===== config.mk =====
export PLATFORM = sky130hd
export DESIGN_NAME = breathing_led_color_driver_flat
export DESIGN_NICKNAME = d
export VERILOG_FILES = /design/src/hw/rtl/blcd_pkg.sv /design/src/hw/rtl/blcd_in_if.sv /design/src/hw/rtl/blcd_out_if.sv /design/src/hw/rtl/blcd_gate.sv /design/src/hw/rtl/blcd_phase.sv /design/src/hw/rtl/blcd_scale.sv /design/src/hw/rtl/breathing_led_color_driver.sv /design/src/flat_wrapper.sv
export SDC_FILE = /design/constraint.sdc
export NUM_CORES = 2
export LEC_CHECK = 0
export BUFFER_PORTS_ARGS = -buffer_cell sky130_fd_sc_hd__clkbuf_2
export CAP_MARGIN = 10
export CORE_UTILIZATION = 55
export CTS_BUF_LIST = sky130_fd_sc_hd__clkbuf_4 sky130_fd_sc_hd__clkbuf_8
export CTS_CLUSTER_DIAMETER = 50
export CTS_CLUSTER_SIZE = 14
export DETAILED_ROUTE_END_ITERATION = 6
export PLACE_DENSITY_LB_ADDON = 0.1
export RECOVER_POWER = 50
export SYNTH_ARGS = -nofsm -noshare
export SYNTH_HDL_FRONTEND = slang
export SYNTH_SLANG_ARGS = --single-unit

===== constraint.sdc =====
create_clock -name i_clk -period 19.1 [get_ports i_clk]
set_input_delay 1.91 -clock i_clk [delete_from_list [all_inputs] [get_ports i_clk]]
set_output_delay 1.91 -clock i_clk [all_outputs]
set_load 0.01 [all_outputs]

===== src/hw/rtl/blcd_pkg.sv =====
// Shared constants, types and elaboration-time tables for the breathing LED colour driver.
`timescale 1ns / 1ps

package blcd_pkg;

    // Timing of the glow
    localparam int unsigned PERIOD_MS       = 3200;
    localparam int unsigned MIN_INTERVAL_MS = 45;
    localparam int unsigned SINE_ENTRIES    = 256;

    // Field widths
    localparam int NOW_W     = 32;
    localparam int COLOR_W   = 16;
    localparam int CH_W      = 8;
    localparam int LEVEL_W   = 16;
    localparam int CFG_IDX_W = 1;

    // Phase arithmetic widths
    localparam int REM_W  = $clog2(PERIOD_MS);
    localparam int REM0_W = $clog2(2 * PERIOD_MS);
    localparam int K_W    = $clog2(SINE_ENTRIES);
    localparam int Y_W    = $clog2(longint'(PERIOD_MS) * SINE_ENTRIES);

    // Reciprocal of the period for the quotient estimate (may be one low)
    localparam logic [NOW_W-1:0] DIV_MUL = NOW_W'((64'd1 << NOW_W) / PERIOD_MS);

    // Exact reciprocal for rem * SINE_ENTRIES / PERIOD_MS
    localparam int K_SHIFT = $clog2(longint'(SINE_ENTRIES) * PERIOD_MS * PERIOD_MS);
    localparam longint unsigned K_MUL = ((64'd1 << K_SHIFT) / PERIOD_MS) + 64'd1;
    localparam int KM_W = $clog2(K_MUL + 64'd1);

    // Configuration register indexes
    typedef enum logic [CFG_IDX_W-1:0] {
        CFG_BASE_COLOR = 1'b0,
        CFG_ENABLED    = 1'b1
    } t_cfg_reg;

    // Request passed from the interval gate to the phase stages
    typedef struct packed {
        logic [NOW_W-1:0] now;
        logic             saving;
    } t_time_req;

    // Request passed from the phase stages to the scaling stages
    typedef struct packed {
        logic [K_W-1:0] k;
        logic           saving;
    } t_level_req;

    typedef logic [LEVEL_W-1:0] t_level_lut [SINE_ENTRIES];
    typedef logic [CH_W-1:0]    t_exp5_lut  [32];
    typedef logic [CH_W-1:0]    t_exp6_lut  [64];

    // Taylor series constants in Q30
    localparam longint unsigned Q30_ONE     = 64'd1 << 30;
    localparam longint unsigned HALF_PI_Q30 = 64'd1686629713;
    localparam longint unsigned TRIG_DIV_SIN [7] = '{6, 20, 42, 72, 110, 156, 210};
    localparam longint unsigned TRIG_DIV_COS [7] = '{2, 12, 30, 56, 90, 132, 182};

    // Denominator of the level scaling, 100 in Q30
    localparam longint LEVEL_DEN = 100 * longint'(Q30_ONE);

    // Sine or cosine of a Q30 angle in the first quadrant, clamped to [0, 1]
    function automatic longint trig_q30(longint unsigned x, bit cosine);
        longint unsigned x2;
        longint unsigned term;
        longint          sum;
        x2   = (x * x) >> 30;
        term = cosine ? Q30_ONE : x;
        sum  = longint'(term);
        for (int i = 0; i < 7; i++) begin
            if (cosine) begin
                term = ((term * x2) >> 30) / TRIG_DIV_COS[i];
            end else begin
                term = ((term * x2) >> 30) / TRIG_DIV_SIN[i];
            end
            if ((i % 2) == 1) begin
                sum = sum + longint'(term);
            end else begin
                sum = sum - longint'(term);
            end
        end
        if (sum < 0) begin
            sum = 0;
        end
        if (sum > longint'(Q30_ONE)) begin
            sum = longint'(Q30_ONE);
        end
        return sum;
    endfunction

    // Brightness level for one table entry, unsigned Q0.16
    function automatic logic [LEVEL_W-1:0] level_entry(longint unsigned k);
        longint unsigned four_k;
        longint unsigned q;
        longint unsigned r;
        longint unsigned x;
        longint          s;
        longint          num;
        longint          lvl;
        four_k = 4 * k;
        q      = four_k / SINE_ENTRIES;
        r      = four_k % SINE_ENTRIES;
        x      = (HALF_PI_Q30 * r) / SINE_ENTRIES;
        case (q[1:0])
            2'd0:    s =  trig_q30(x, 1'b0);
            2'd1:    s =  trig_q30(x, 1'b1);
            2'd2:    s = -trig_q30(x, 1'b0);
            default: s = -trig_q30(x, 1'b1);
        endcase
        num = 64 * longint'(Q30_ONE) + 36 * s;
        lvl = (num * 65536) / LEVEL_DEN;
        if (lvl > 65535) begin
            lvl = 65535;
        end
        return LEVEL_W'(lvl);
    endfunction

    function automatic t_level_lut build_level_lut();
        t_level_lut lut;
        for (int k = 0; k < SINE_ENTRIES; k++) begin
            lut[k] = level_entry(longint'(k));
        end
        return lut;
    endfunction

    // Expand a 5-bit channel to 8 bits
    function automatic t_exp5_lut build_exp5_lut();
        t_exp5_lut lut;
        for (int i = 0; i < 32; i++) begin
            lut[i] = CH_W'((i * 255) / 31);
        end
        return lut;
    endfunction

    // Expand a 6-bit channel to 8 bits
    function automatic t_exp6_lut build_exp6_lut();
        t_exp6_lut lut;
        for (int i = 0; i < 64; i++) begin
            lut[i] = CH_W'((i * 255) / 63);
        end
        return lut;
    endfunction

    localparam t_level_lut SINE_LUT = build_level_lut();
    localparam t_exp5_lut  EXP5_LUT = build_exp5_lut();
    localparam t_exp6_lut  EXP6_LUT = build_exp6_lut();

endpackage


===== src/hw/rtl/blcd_in_if.sv =====
// Input channel carrying time samples with their power-saving and force flags.
`timescale 1ns / 1ps

interface blcd_in_if;
    import blcd_pkg::*;

    logic             valid;
    logic             ready;
    logic [NOW_W-1:0] now_ms;
    logic             saving;
    logic             force_update;

    modport source (output valid, output now_ms, output saving, output force_update,
                    input ready);
    modport sink   (input valid, input now_ms, input saving, input force_update,
                    output ready);
endinterface


===== src/hw/rtl/blcd_out_if.sv =====
// Output channel carrying the scaled RGB intensities for the LED.
`timescale 1ns / 1ps

interface blcd_out_if;
    import blcd_pkg::*;

    logic            valid;
    logic            ready;
    logic [CH_W-1:0] red;
    logic [CH_W-1:0] green;
    logic [CH_W-1:0] blue;

    modport source (output valid, output red, output green, output blue, input ready);
    modport sink   (input valid, input red, input green, input blue, output ready);
endinterface


===== src/hw/rtl/blcd_gate.sv =====
// Update interval check, last-update register and input stage.
`timescale 1ns / 1ps

module blcd_gate
    import blcd_pkg::*;
(
    input  logic       i_clk,
    input  logic       i_rst_n,
    input  logic       i_enabled,
    blcd_in_if.sink    i_in,
    output logic       o_valid,
    output t_time_req  o_req,
    input  logic       i_ready
);

    logic [NOW_W-1:0] r_last;
    logic [NOW_W-1:0] n_last;
    logic             r_valid;
    t_time_req        r_req;
    logic             w_accept;
    logic             w_update;
    logic [NOW_W-1:0] w_eff_last;
    logic [NOW_W-1:0] w_elapsed;

    // Take a request when the stage is empty or drains this cycle
    assign i_in.ready = !r_valid || i_ready;
    assign w_accept   = i_in.valid && i_in.ready;

    // Clear the last update time on force, then check the interval
    assign w_eff_last = i_in.force_update ? '0 : r_last;
    assign w_elapsed  = i_in.now_ms - w_eff_last;
    assign w_update   = i_enabled && (w_elapsed >= NOW_W'(MIN_INTERVAL_MS));

    always_comb begin
        n_last = r_last;
        if (w_accept) begin
            n_last = w_update ? i_in.now_ms : w_eff_last;
        end
    end

    always_ff @(posedge i_clk) begin
        if (!i_rst_n) begin
            r_last  <= '0;
            r_valid <= 1'b0;
        end else begin
            r_last <= n_last;
            if (i_in.ready) begin
                r_valid <= w_accept && w_update;
            end
        end
    end

    // Hold the payload of updates only
    always_ff @(posedge i_clk) begin
        if (w_accept && w_update) begin
            r_req.now    <= i_in.now_ms;
            r_req.saving <= i_in.saving;
        end
    end

    assign o_valid = r_valid;
    assign o_req   = r_req;

`ifndef SYNTHESIS
    a_force_clears: assert property (@(posedge i_clk) disable iff (!i_rst_n)
        (w_accept && i_in.force_update && !w_update) |=> (r_last == '0))
        else $error("last update time not cleared by force");
    a_valid_from_accept: assert property (@(posedge i_clk) disable iff (!i_rst_n)
        !w_accept |=> !$rose(r_valid))
        else $error("update raised without an accepted request");
    a_update_records: assert property (@(posedge i_clk) disable iff (!i_rst_n)
        (w_accept && w_update) |=> (r_last == r_req.now))
        else $error("update time not recorded");
`endif

endmodule


===== src/hw/rtl/blcd_phase.sv =====
// Phase stages: time modulo the period, then the sine table index.
`timescale 1ns / 1ps

module blcd_phase
    import blcd_pkg::*;
(
    input  logic       i_clk,
    input  logic       i_rst_n,
    input  logic       i_valid,
    input  t_time_req  i_req,
    output logic       o_ready,
    output logic       o_valid,
    output t_level_req o_req,
    input  logic       i_ready
);

    localparam int KP_W = Y_W + KM_W;

    logic                      r_v2;
    logic                      r_v3;
    logic                      r_v4;
    logic                      w_rdy2;
    logic                      w_rdy3;
    logic                      w_rdy4;
    logic [NOW_W-1:0]          r_s2_now;
    logic [2*NOW_W-1:0]        r_s2_prod;
    logic                      r_s2_saving;
    logic [REM0_W-1:0]         r_s3_rem0;
    logic                      r_s3_saving;
    t_level_req                r_s4_req;
    logic [NOW_W-1:0]          w_quot;
    logic [NOW_W-1:0]          w_diff;
    logic [REM_W-1:0]          w_rem;
    logic [Y_W-1:0]            w_y;
    logic [KP_W-1:0]           w_kp;

    // Let each stage load when empty or when it drains
    assign w_rdy4  = !r_v4 || i_ready;
    assign w_rdy3  = !r_v3 || w_rdy4;
    assign w_rdy2  = !r_v2 || w_rdy3;
    assign o_ready = w_rdy2;

    // Quotient estimate, then remainder below twice the period
    assign w_quot = r_s2_prod[2*NOW_W-1:NOW_W];
    assign w_diff = r_s2_now - NOW_W'(w_quot * PERIOD_MS);

    // Correct the remainder and scale it to a table index
    assign w_rem = (r_s3_rem0 >= REM0_W'(PERIOD_MS)) ?
                   REM_W'(r_s3_rem0 - REM0_W'(PERIOD_MS)) : REM_W'(r_s3_rem0);
    assign w_y   = Y_W'(w_rem) * Y_W'(SINE_ENTRIES);
    assign w_kp  = KP_W'(w_y) * KP_W'(K_MUL);

    always_ff @(posedge i_clk) begin
        if (!i_rst_n) begin
            r_v2 <= 1'b0;
            r_v3 <= 1'b0;
            r_v4 <= 1'b0;
        end else begin
            if (w_rdy2) begin
                r_v2 <= i_valid;
            end
            if (w_rdy3) begin
                r_v3 <= r_v2;
            end
            if (w_rdy4) begin
                r_v4 <= r_v3;
            end
        end
    end

    always_ff @(posedge i_clk) begin
        if (w_rdy2 && i_valid) begin
            r_s2_now    <= i_req.now;
            r_s2_prod   <= (2*NOW_W)'(i_req.now) * (2*NOW_W)'(DIV_MUL);
            r_s2_saving <= i_req.saving;
        end
        if (w_rdy3 && r_v2) begin
            r_s3_rem0   <= REM0_W'(w_diff);
            r_s3_saving <= r_s2_saving;
        end
        if (w_rdy4 && r_v3) begin
            r_s4_req.k      <= K_W'(w_kp >> K_SHIFT);
            r_s4_req.saving <= r_s3_saving;
        end
    end

    assign o_valid = r_v4;
    assign o_req   = r_s4_req;

`ifndef SYNTHESIS
    a_rem0_range: assert property (@(posedge i_clk) disable iff (!i_rst_n)
        r_v3 |-> (32'(r_s3_rem0) < 2 * PERIOD_MS))
        else $error("remainder estimate out of range");
    a_index_range: assert property (@(posedge i_clk) disable iff (!i_rst_n)
        r_v4 |-> (32'(r_s4_req.k) < SINE_ENTRIES))
        else $error("table index out of range");
`endif

endmodule


===== src/hw/rtl/blcd_scale.sv =====
// Scaling stages: level lookup, colour expansion and channel scaling.
`timescale 1ns / 1ps

module blcd_scale
    import blcd_pkg::*;
(
    input  logic               i_clk,
    input  logic               i_rst_n,
    input  logic [COLOR_W-1:0] i_base_color,
    input  logic               i_valid,
    input  t_level_req         i_req,
    output logic               o_ready,
    blcd_out_if.source         o_out
);

    localparam int P_W = CH_W + LEVEL_W;

    logic               r_v5;
    logic               r_v6;
    logic               w_rdy5;
    logic               w_rdy6;
    logic [LEVEL_W-1:0] r_level;
    logic               r_saving;
    logic [CH_W-1:0]    r_red;
    logic [CH_W-1:0]    r_green;
    logic [CH_W-1:0]    r_blue;
    logic [CH_W-1:0]    w_red8;
    logic [CH_W-1:0]    w_green8;
    logic [CH_W-1:0]    w_blue8;
    logic [P_W-1:0]     w_red_p;
    logic [P_W-1:0]     w_green_p;
    logic [P_W-1:0]     w_blue_p;

    assign w_rdy6  = !r_v6 || o_out.ready;
    assign w_rdy5  = !r_v5 || w_rdy6;
    assign o_ready = w_rdy5;

    // Expand RGB565 to 8 bits per channel
    assign w_red8   = EXP5_LUT[i_base_color[15:11]];
    assign w_green8 = EXP6_LUT[i_base_color[10:5]];
    assign w_blue8  = EXP5_LUT[i_base_color[4:0]];

    // Scale each channel by the Q0.16 level
    assign w_red_p   = P_W'(w_red8)   * P_W'(r_level);
    assign w_green_p = P_W'(w_green8) * P_W'(r_level);
    assign w_blue_p  = P_W'(w_blue8)  * P_W'(r_level);

    always_ff @(posedge i_clk) begin
        if (!i_rst_n) begin
            r_v5 <= 1'b0;
            r_v6 <= 1'b0;
        end else begin
            if (w_rdy5) begin
                r_v5 <= i_valid;
            end
            if (w_rdy6) begin
                r_v6 <= r_v5;
            end
        end
    end

    always_ff @(posedge i_clk) begin
        if (w_rdy5 && i_valid) begin
            r_level  <= SINE_LUT[i_req.k];
            r_saving <= i_req.saving;
        end
        // Drop to black while power saving
        if (w_rdy6 && r_v5) begin
            r_red   <= r_saving ? '0 : w_red_p[P_W-1:LEVEL_W];
            r_green <= r_saving ? '0 : w_green_p[P_W-1:LEVEL_W];
            r_blue  <= r_saving ? '0 : w_blue_p[P_W-1:LEVEL_W];
        end
    end

    assign o_out.valid = r_v6;
    assign o_out.red   = r_red;
    assign o_out.green = r_green;
    assign o_out.blue  = r_blue;

endmodule


===== src/hw/rtl/breathing_led_color_driver.sv =====
// Top level of the breathing LED colour driver: configuration registers and pipeline.
`timescale 1ns / 1ps

// Each accepted time sample is checked against the 45 ms update interval in the
// cycle it is taken; samples that do not update the LED give no result, while
// an update travels a six-register pipeline (interval gate, period reciprocal
// multiply, remainder, table index, level lookup, channel scaling) and is valid
// on the output channel once it leaves the channel scaling register. One request
// is taken every cycle while the output is drained; the input stalls only once
// every stage holds a waiting result. Write base_color and enabled only while
// idle.

module breathing_led_color_driver
    import blcd_pkg::*;
(
    input  logic                 i_clk,
    input  logic                 i_rst_n,
    blcd_in_if.sink              i_in,
    blcd_out_if.source           o_out,
    input  logic                 i_cfg_we,
    input  logic [CFG_IDX_W-1:0] i_cfg_index,
    input  logic [COLOR_W-1:0]   i_cfg_data
);

    logic [COLOR_W-1:0] r_base_color;
    logic               r_enabled;
    logic               w_gate_valid;
    logic               w_gate_ready;
    t_time_req          w_gate_req;
    logic               w_phase_valid;
    logic               w_phase_ready;
    t_level_req         w_phase_req;

    // Write the configuration registers
    always_ff @(posedge i_clk) begin
        if (!i_rst_n) begin
            r_base_color <= '0;
            r_enabled    <= 1'b0;
        end else if (i_cfg_we) begin
            case (t_cfg_reg'(i_cfg_index))
                CFG_BASE_COLOR: r_base_color <= i_cfg_data;
                CFG_ENABLED:    r_enabled    <= i_cfg_data[0];
                default:        ;
            endcase
        end
    end

    blcd_gate u_gate (
        .i_clk     (i_clk),
        .i_rst_n   (i_rst_n),
        .i_enabled (r_enabled),
        .i_in      (i_in),
        .o_valid   (w_gate_valid),
        .o_req     (w_gate_req),
        .i_ready   (w_gate_ready)
    );

    blcd_phase u_phase (
        .i_clk   (i_clk),
        .i_rst_n (i_rst_n),
        .i_valid (w_gate_valid),
        .i_req   (w_gate_req),
        .o_ready (w_gate_ready),
        .o_valid (w_phase_valid),
        .o_req   (w_phase_req),
        .i_ready (w_phase_ready)
    );

    blcd_scale u_scale (
        .i_clk        (i_clk),
        .i_rst_n      (i_rst_n),
        .i_base_color (r_base_color),
        .i_valid      (w_phase_valid),
        .i_req        (w_phase_req),
        .o_ready      (w_phase_ready),
        .o_out        (o_out)
    );

endmodule

===== src/flat_wrapper.sv =====
// flat-port wrapper written by rule: the top's interface ports become plain ports
module breathing_led_color_driver_flat import blcd_pkg::*;
  (i_clk, i_rst_n, i_cfg_we, i_cfg_index, i_cfg_data, i_in_valid, i_in_now_ms, i_in_saving, i_in_force_update, i_in_ready, o_out_valid, o_out_red, o_out_green, o_out_blue, o_out_ready);
  blcd_in_if i_in_i ();
  blcd_out_if o_out_i ();
  input  logic i_clk;
  input  logic i_rst_n;
  input  logic i_cfg_we;
  input  logic [CFG_IDX_W-1:0] i_cfg_index;
  input  logic [COLOR_W-1:0] i_cfg_data;
  input wire logic [$bits(i_in_i.valid)-1:0] i_in_valid;
  input wire logic [$bits(i_in_i.now_ms)-1:0] i_in_now_ms;
  input wire logic [$bits(i_in_i.saving)-1:0] i_in_saving;
  input wire logic [$bits(i_in_i.force_update)-1:0] i_in_force_update;
  output wire logic [$bits(i_in_i.ready)-1:0] i_in_ready;
  output wire logic [$bits(o_out_i.valid)-1:0] o_out_valid;
  output wire logic [$bits(o_out_i.red)-1:0] o_out_red;
  output wire logic [$bits(o_out_i.green)-1:0] o_out_green;
  output wire logic [$bits(o_out_i.blue)-1:0] o_out_blue;
  input wire logic [$bits(o_out_i.ready)-1:0] o_out_ready;
  assign i_in_i.valid = i_in_valid;
  assign i_in_i.now_ms = i_in_now_ms;
  assign i_in_i.saving = i_in_saving;
  assign i_in_i.force_update = i_in_force_update;
  assign i_in_ready = i_in_i.ready;
  assign o_out_valid = o_out_i.valid;
  assign o_out_red = o_out_i.red;
  assign o_out_green = o_out_i.green;
  assign o_out_blue = o_out_i.blue;
  assign o_out_i.ready = o_out_ready;
  breathing_led_color_driver u_core (.i_clk(i_clk), .i_rst_n(i_rst_n), .i_in(i_in_i), .o_out(o_out_i), .i_cfg_we(i_cfg_we), .i_cfg_index(i_cfg_index), .i_cfg_data(i_cfg_data));
endmodule

==> impl_metrics.csv <==
group,metric,value,unit
layout,finalNonFillerCells,4796,
timing,setup_viol,0,
worst_hold_path,hp-class,"flip-flop to flip-flop",
synthesis,synth_ff_type,"edfxtp_1",
layout,nNetsFinal,5007,
floorplan,die_y,256,um
timing,min_period_over_period,38.4,%
clock_network,clock_latency,0.58,ns
route,ant_nets,0,
timing,tightestPinTransition,2.49,ns
setup_path,cp-start-kind,"flip-flop",
timing,drv_slew,62,
setup_path,path_max_fanout,9,
synthesis,synth-edff-count,117,
global_routing,overflow,0,
timing,max-slew-margin-rel,-66.2,%
synthesis,yosysWarningCount,0,
global_routing,track_usage,29.7,%
floorplan,io_pins,82,
clock_network,post-cts-setup-buffers,0,
route,post_drt_wl_per_cell,19.7,um
timing,rsz0062_at_grt,"false",
global_routing,antenna_found_initial,1,
layout,fillCellCount,5839,
setup_path,crit_path_frequent_cell,"inv_1",
clock_network,ctsResizeCount,0,
run_status,violations,"capacitance limit, slew limit",
setup_path,cp.arrival,7.65,ns
synthesis,synth_area,35500,um2
synthesis,synth.net_count,5063,
layout,syn2layout_area_growth,4.06,%
power,ir_worst_vdd,69.5,uV
floorplan,fp.dieArea,65600,um2
power,leakage,0.0173,uW
layout,drive_gt1_share,3.80,%
placement,gp_congestion,1.00,
synthesis,synth_top_area_share,29.4,%
synthesis,ys_types,81,
synthesis,avgSynthCellArea,8.89,um2
clock_network,hold_buffers,0,
clock_network,cts.path.max_buffers,2,
route,drtIter0Drc,2377,
placement,portBuffers,81,
floorplan,row_count,92,
global_routing,grt_max_degree,86,
clock_network,cts_root_buf,"clkbuf_8",
setup_path,rr_startpoint,"u_core.u_phase.r_s3_rem0[4]$_DFFE_PP_",
timing,fin_tns_setup,0,ns
synthesis,synth_area_leaders,"fa_1 (29%), ha_1 (17%), edfxtp_1 (9.9%)",
clock_network,h-tree-depth,4,
clock_network,clk_pin_slew,0.11,ns
timing,clock-skew-final,0.0412,ns
placement,dpl-instance-area,36500,um2
synthesis,synth-seq-cells,172,
timing,finalHoldViolCount,0,
global_routing,grt_pass1_wl,154000,um
clock_network,clkSinkCount,172,
setup_path,r2r_setup_slack,11.76,ns
setup_path,rr_endpoint,"u_core.u_phase.o_req[8]$_DFFE_PP_",
route,finalWirelength,94600,um
clock_network,cts_tree,"yes",
setup_path,endpoint,"u_core.u_phase.o_req[8]$_DFFE_PP_",
route,num_vias,28200,
power,power.density,44.8,nW/um2
synthesis,yosysTopAreaCell,"fa_1",
synthesis,synthArstFlopShare,0,%
setup_path,end_kind,"flip-flop",
setup_path,reg2regPathDepth,29,
synthesis,yosys-top-cells-count,"inv_1 (712), fa_1 (521), ha_1 (494)",
placement,hpwl,71800,um
floorplan,start_util,56.0,%
setup_path,crit_path_start,"u_core.u_phase.r_s3_rem0[4]$_DFFE_PP_",
synthesis,yosys.cell_count.top_type,"inv_1",
synthesis,synth_cells,3992,
layout,design_area,36900,um2
floorplan,core,63400,um2
job,maxCapViolations,2,
run_status,status,"finished with violations",
route,avgViaCountPerCell,5.88,
setup_path,cpPeakStageDelay,0.63,ns
route,dr.pass1.iters,7,
layout,finish.utilization,58.2,%
timing,min_period,7.34,ns
synthesis,yosysSeqAreaShare,13.0,%
setup_path,worst_ep_required_time,19.41,ns
placement,place_ws,11.73,ns
placement,dp.cells,4763,
clock_network,numCtsBuffers,17,
timing,final.setup.worst_slack,11.76,ns
timing,clock.fmax,136,MHz
route,remaining_drc_errors,0,
floorplan,die_w,256,um
global_routing,first_global_vias,28300,
setup_path,cpMaxStageDelayCell,"edfxtp_1",
setup_path,path_class,"flip-flop to flip-flop",
[cell usage in the layout (no fill, tap or decap), types with 59 or more instances in the layout]
| cell | synthesis | routed |
|---|---|---|
| edfxtp_1 | 117 | 117 |
| o21ai_0 | 149 | 149 |
| a21o_1 | 65 | 65 |
| inv_1 | 712 | 713 |
| nand2_1 | 415 | 415 |
| xnor2_1 | 59 | 59 |
| a21oi_1 | 180 | 180 |
| nor2_1 | 164 | 164 |
| and2_1 | 173 | 172 |
| fa_1 | 521 | 521 |
| ha_1 | 494 | 494 |
[layout make-up]
type	count	area (um2)	area share [%]
repair buffers	135	744	2.02
multi-input cells	2895	27400	74.1
clock buffers	18	248	0.671
diodes	1	2.50	0.00678
clock inverters	14	214	0.579
well taps	846	1060	2.87
inverters	715	2680	7.27
flip-flops and latches	172	4610	12.5
[per-layer routing]
| layer | up-vias | global-route usage (%) | part of all wire [%] | wire length (um) |
|---|---|---|---|---|
| li1 | 13100 | - | - | - |
| met1 | 13800 | 40.5 | 43 | 41000 |
| met2 | 1054 | 48.2 | 47 | 44300 |
| met3 | 199 | 4.59 | 6.7 | 6320 |
| met4 | 0 | 9.86 | 3.2 | 3030 |
| met5 | - | 0 | 0 | 0 |
[worst min-delay path by stage]
stage / start / endpoint / slack [ns] / cells after the start
2_1_floorplan: u_core.u_phase.r_s3_saving$_DFFE_PP_ / u_core.u_phase.o_req[0]$_DFFE_PP_ / 0.40 / 0
3_3_place_gp: u_core.u_phase.r_s2_now[6]$_DFFE_PP_ / u_core.u_phase.r_s3_rem0[6]$_DFFE_PP_ / 0.40 / 0
3_5_place_dp: u_core.u_phase.r_s2_now[4]$_DFFE_PP_ / u_core.u_phase.r_s3_rem0[4]$_DFFE_PP_ / 0.40 / 0
4_1_cts: u_core.u_phase.r_s2_saving$_DFFE_PP_ / u_core.u_phase.r_s3_saving$_DFFE_PP_ / 0.42 / 0
5_1_grt: u_core.u_phase.r_s2_saving$_DFFE_PP_ / u_core.u_phase.r_s3_saving$_DFFE_PP_ / 0.43 / 0
6_report: u_core.u_phase.r_s2_saving$_DFFE_PP_ / u_core.u_phase.r_s3_saving$_DFFE_PP_ / 0.42 / 0
[critical path, delay by kind of cell (launching register included)]
kind / cells / cell delay, ns
flip-flops: 1 / 0.63
AO/OA/AOI/OAI: 8 / 1.95
adder cells (fa/ha/maj): 8 / 2.79
XOR/XNOR: 2 / 0.48
buffers and inverters: 6 / 0.36
AND/OR/NAND/NOR: 5 / 0.86
[report_power, final]
group | switching (uW) | total (uW) | internal [uW]
combinational | 509 | 916 | 407
clock | 176 | 306 | 130
sequential | 12.8 | 434 | 421
total | 698 | 1660 | 959
[state kept, by name, summed over array words and instances, names as in the netlist]
| signal | cells |
|---|---|
| u_core.u_scale.o_out.valid | 1 |
| u_core.u_scale.r_v5 | 1 |
| u_core.u_phase.o_req | 9 |
| u_core.u_phase.r_v2 | 1 |
| u_core.u_phase.o_valid | 1 |
| u_core.u_phase.r_s3_saving | 1 |
| u_core.u_scale.r_level | 16 |
| u_core.u_phase.r_s2_prod | 6 |
| u_core.u_gate.o_req | 33 |
| u_core.u_phase.r_s2_saving | 1 |
| u_core.u_scale.o_out.blue | 8 |
| u_core.u_gate.o_valid | 1 |
| u_core.r_enabled | 1 |
| u_core.u_scale.o_out.red | 8 |
| u_core.u_scale.o_out.green | 8 |
| u_core.u_scale.r_saving | 1 |
| u_core.u_phase.r_s3_rem0 | 13 |
| u_core.u_gate.r_last | 32 |
| u_core.r_base_color | 16 |
| u_core.u_phase.r_s2_now | 13 |
| u_core.u_phase.r_v3 | 1 |
[per-stage QoR]
| stage | hold slack, ns | power (uW) |
|---|---|---|
| finish | 0.424 | 1660 |
| global route | 0.432 | 1830 |
| CTS | 0.425 | 1690 |
| detailed placement | 0.405 | 1370 |
| global placement | 0.403 | 1350 |
| floorplan | 0.400 | 1140 |
[cell families after synthesis]
logic type	share of synthesized area (%)
compound gates	13.5
xor+xnor	2.02
fa+ha+maj	46.8
buf+inv	9.90
flops	13.0
mux	0.296
simple gates	14.5
(Power assumes the default switching activity.)
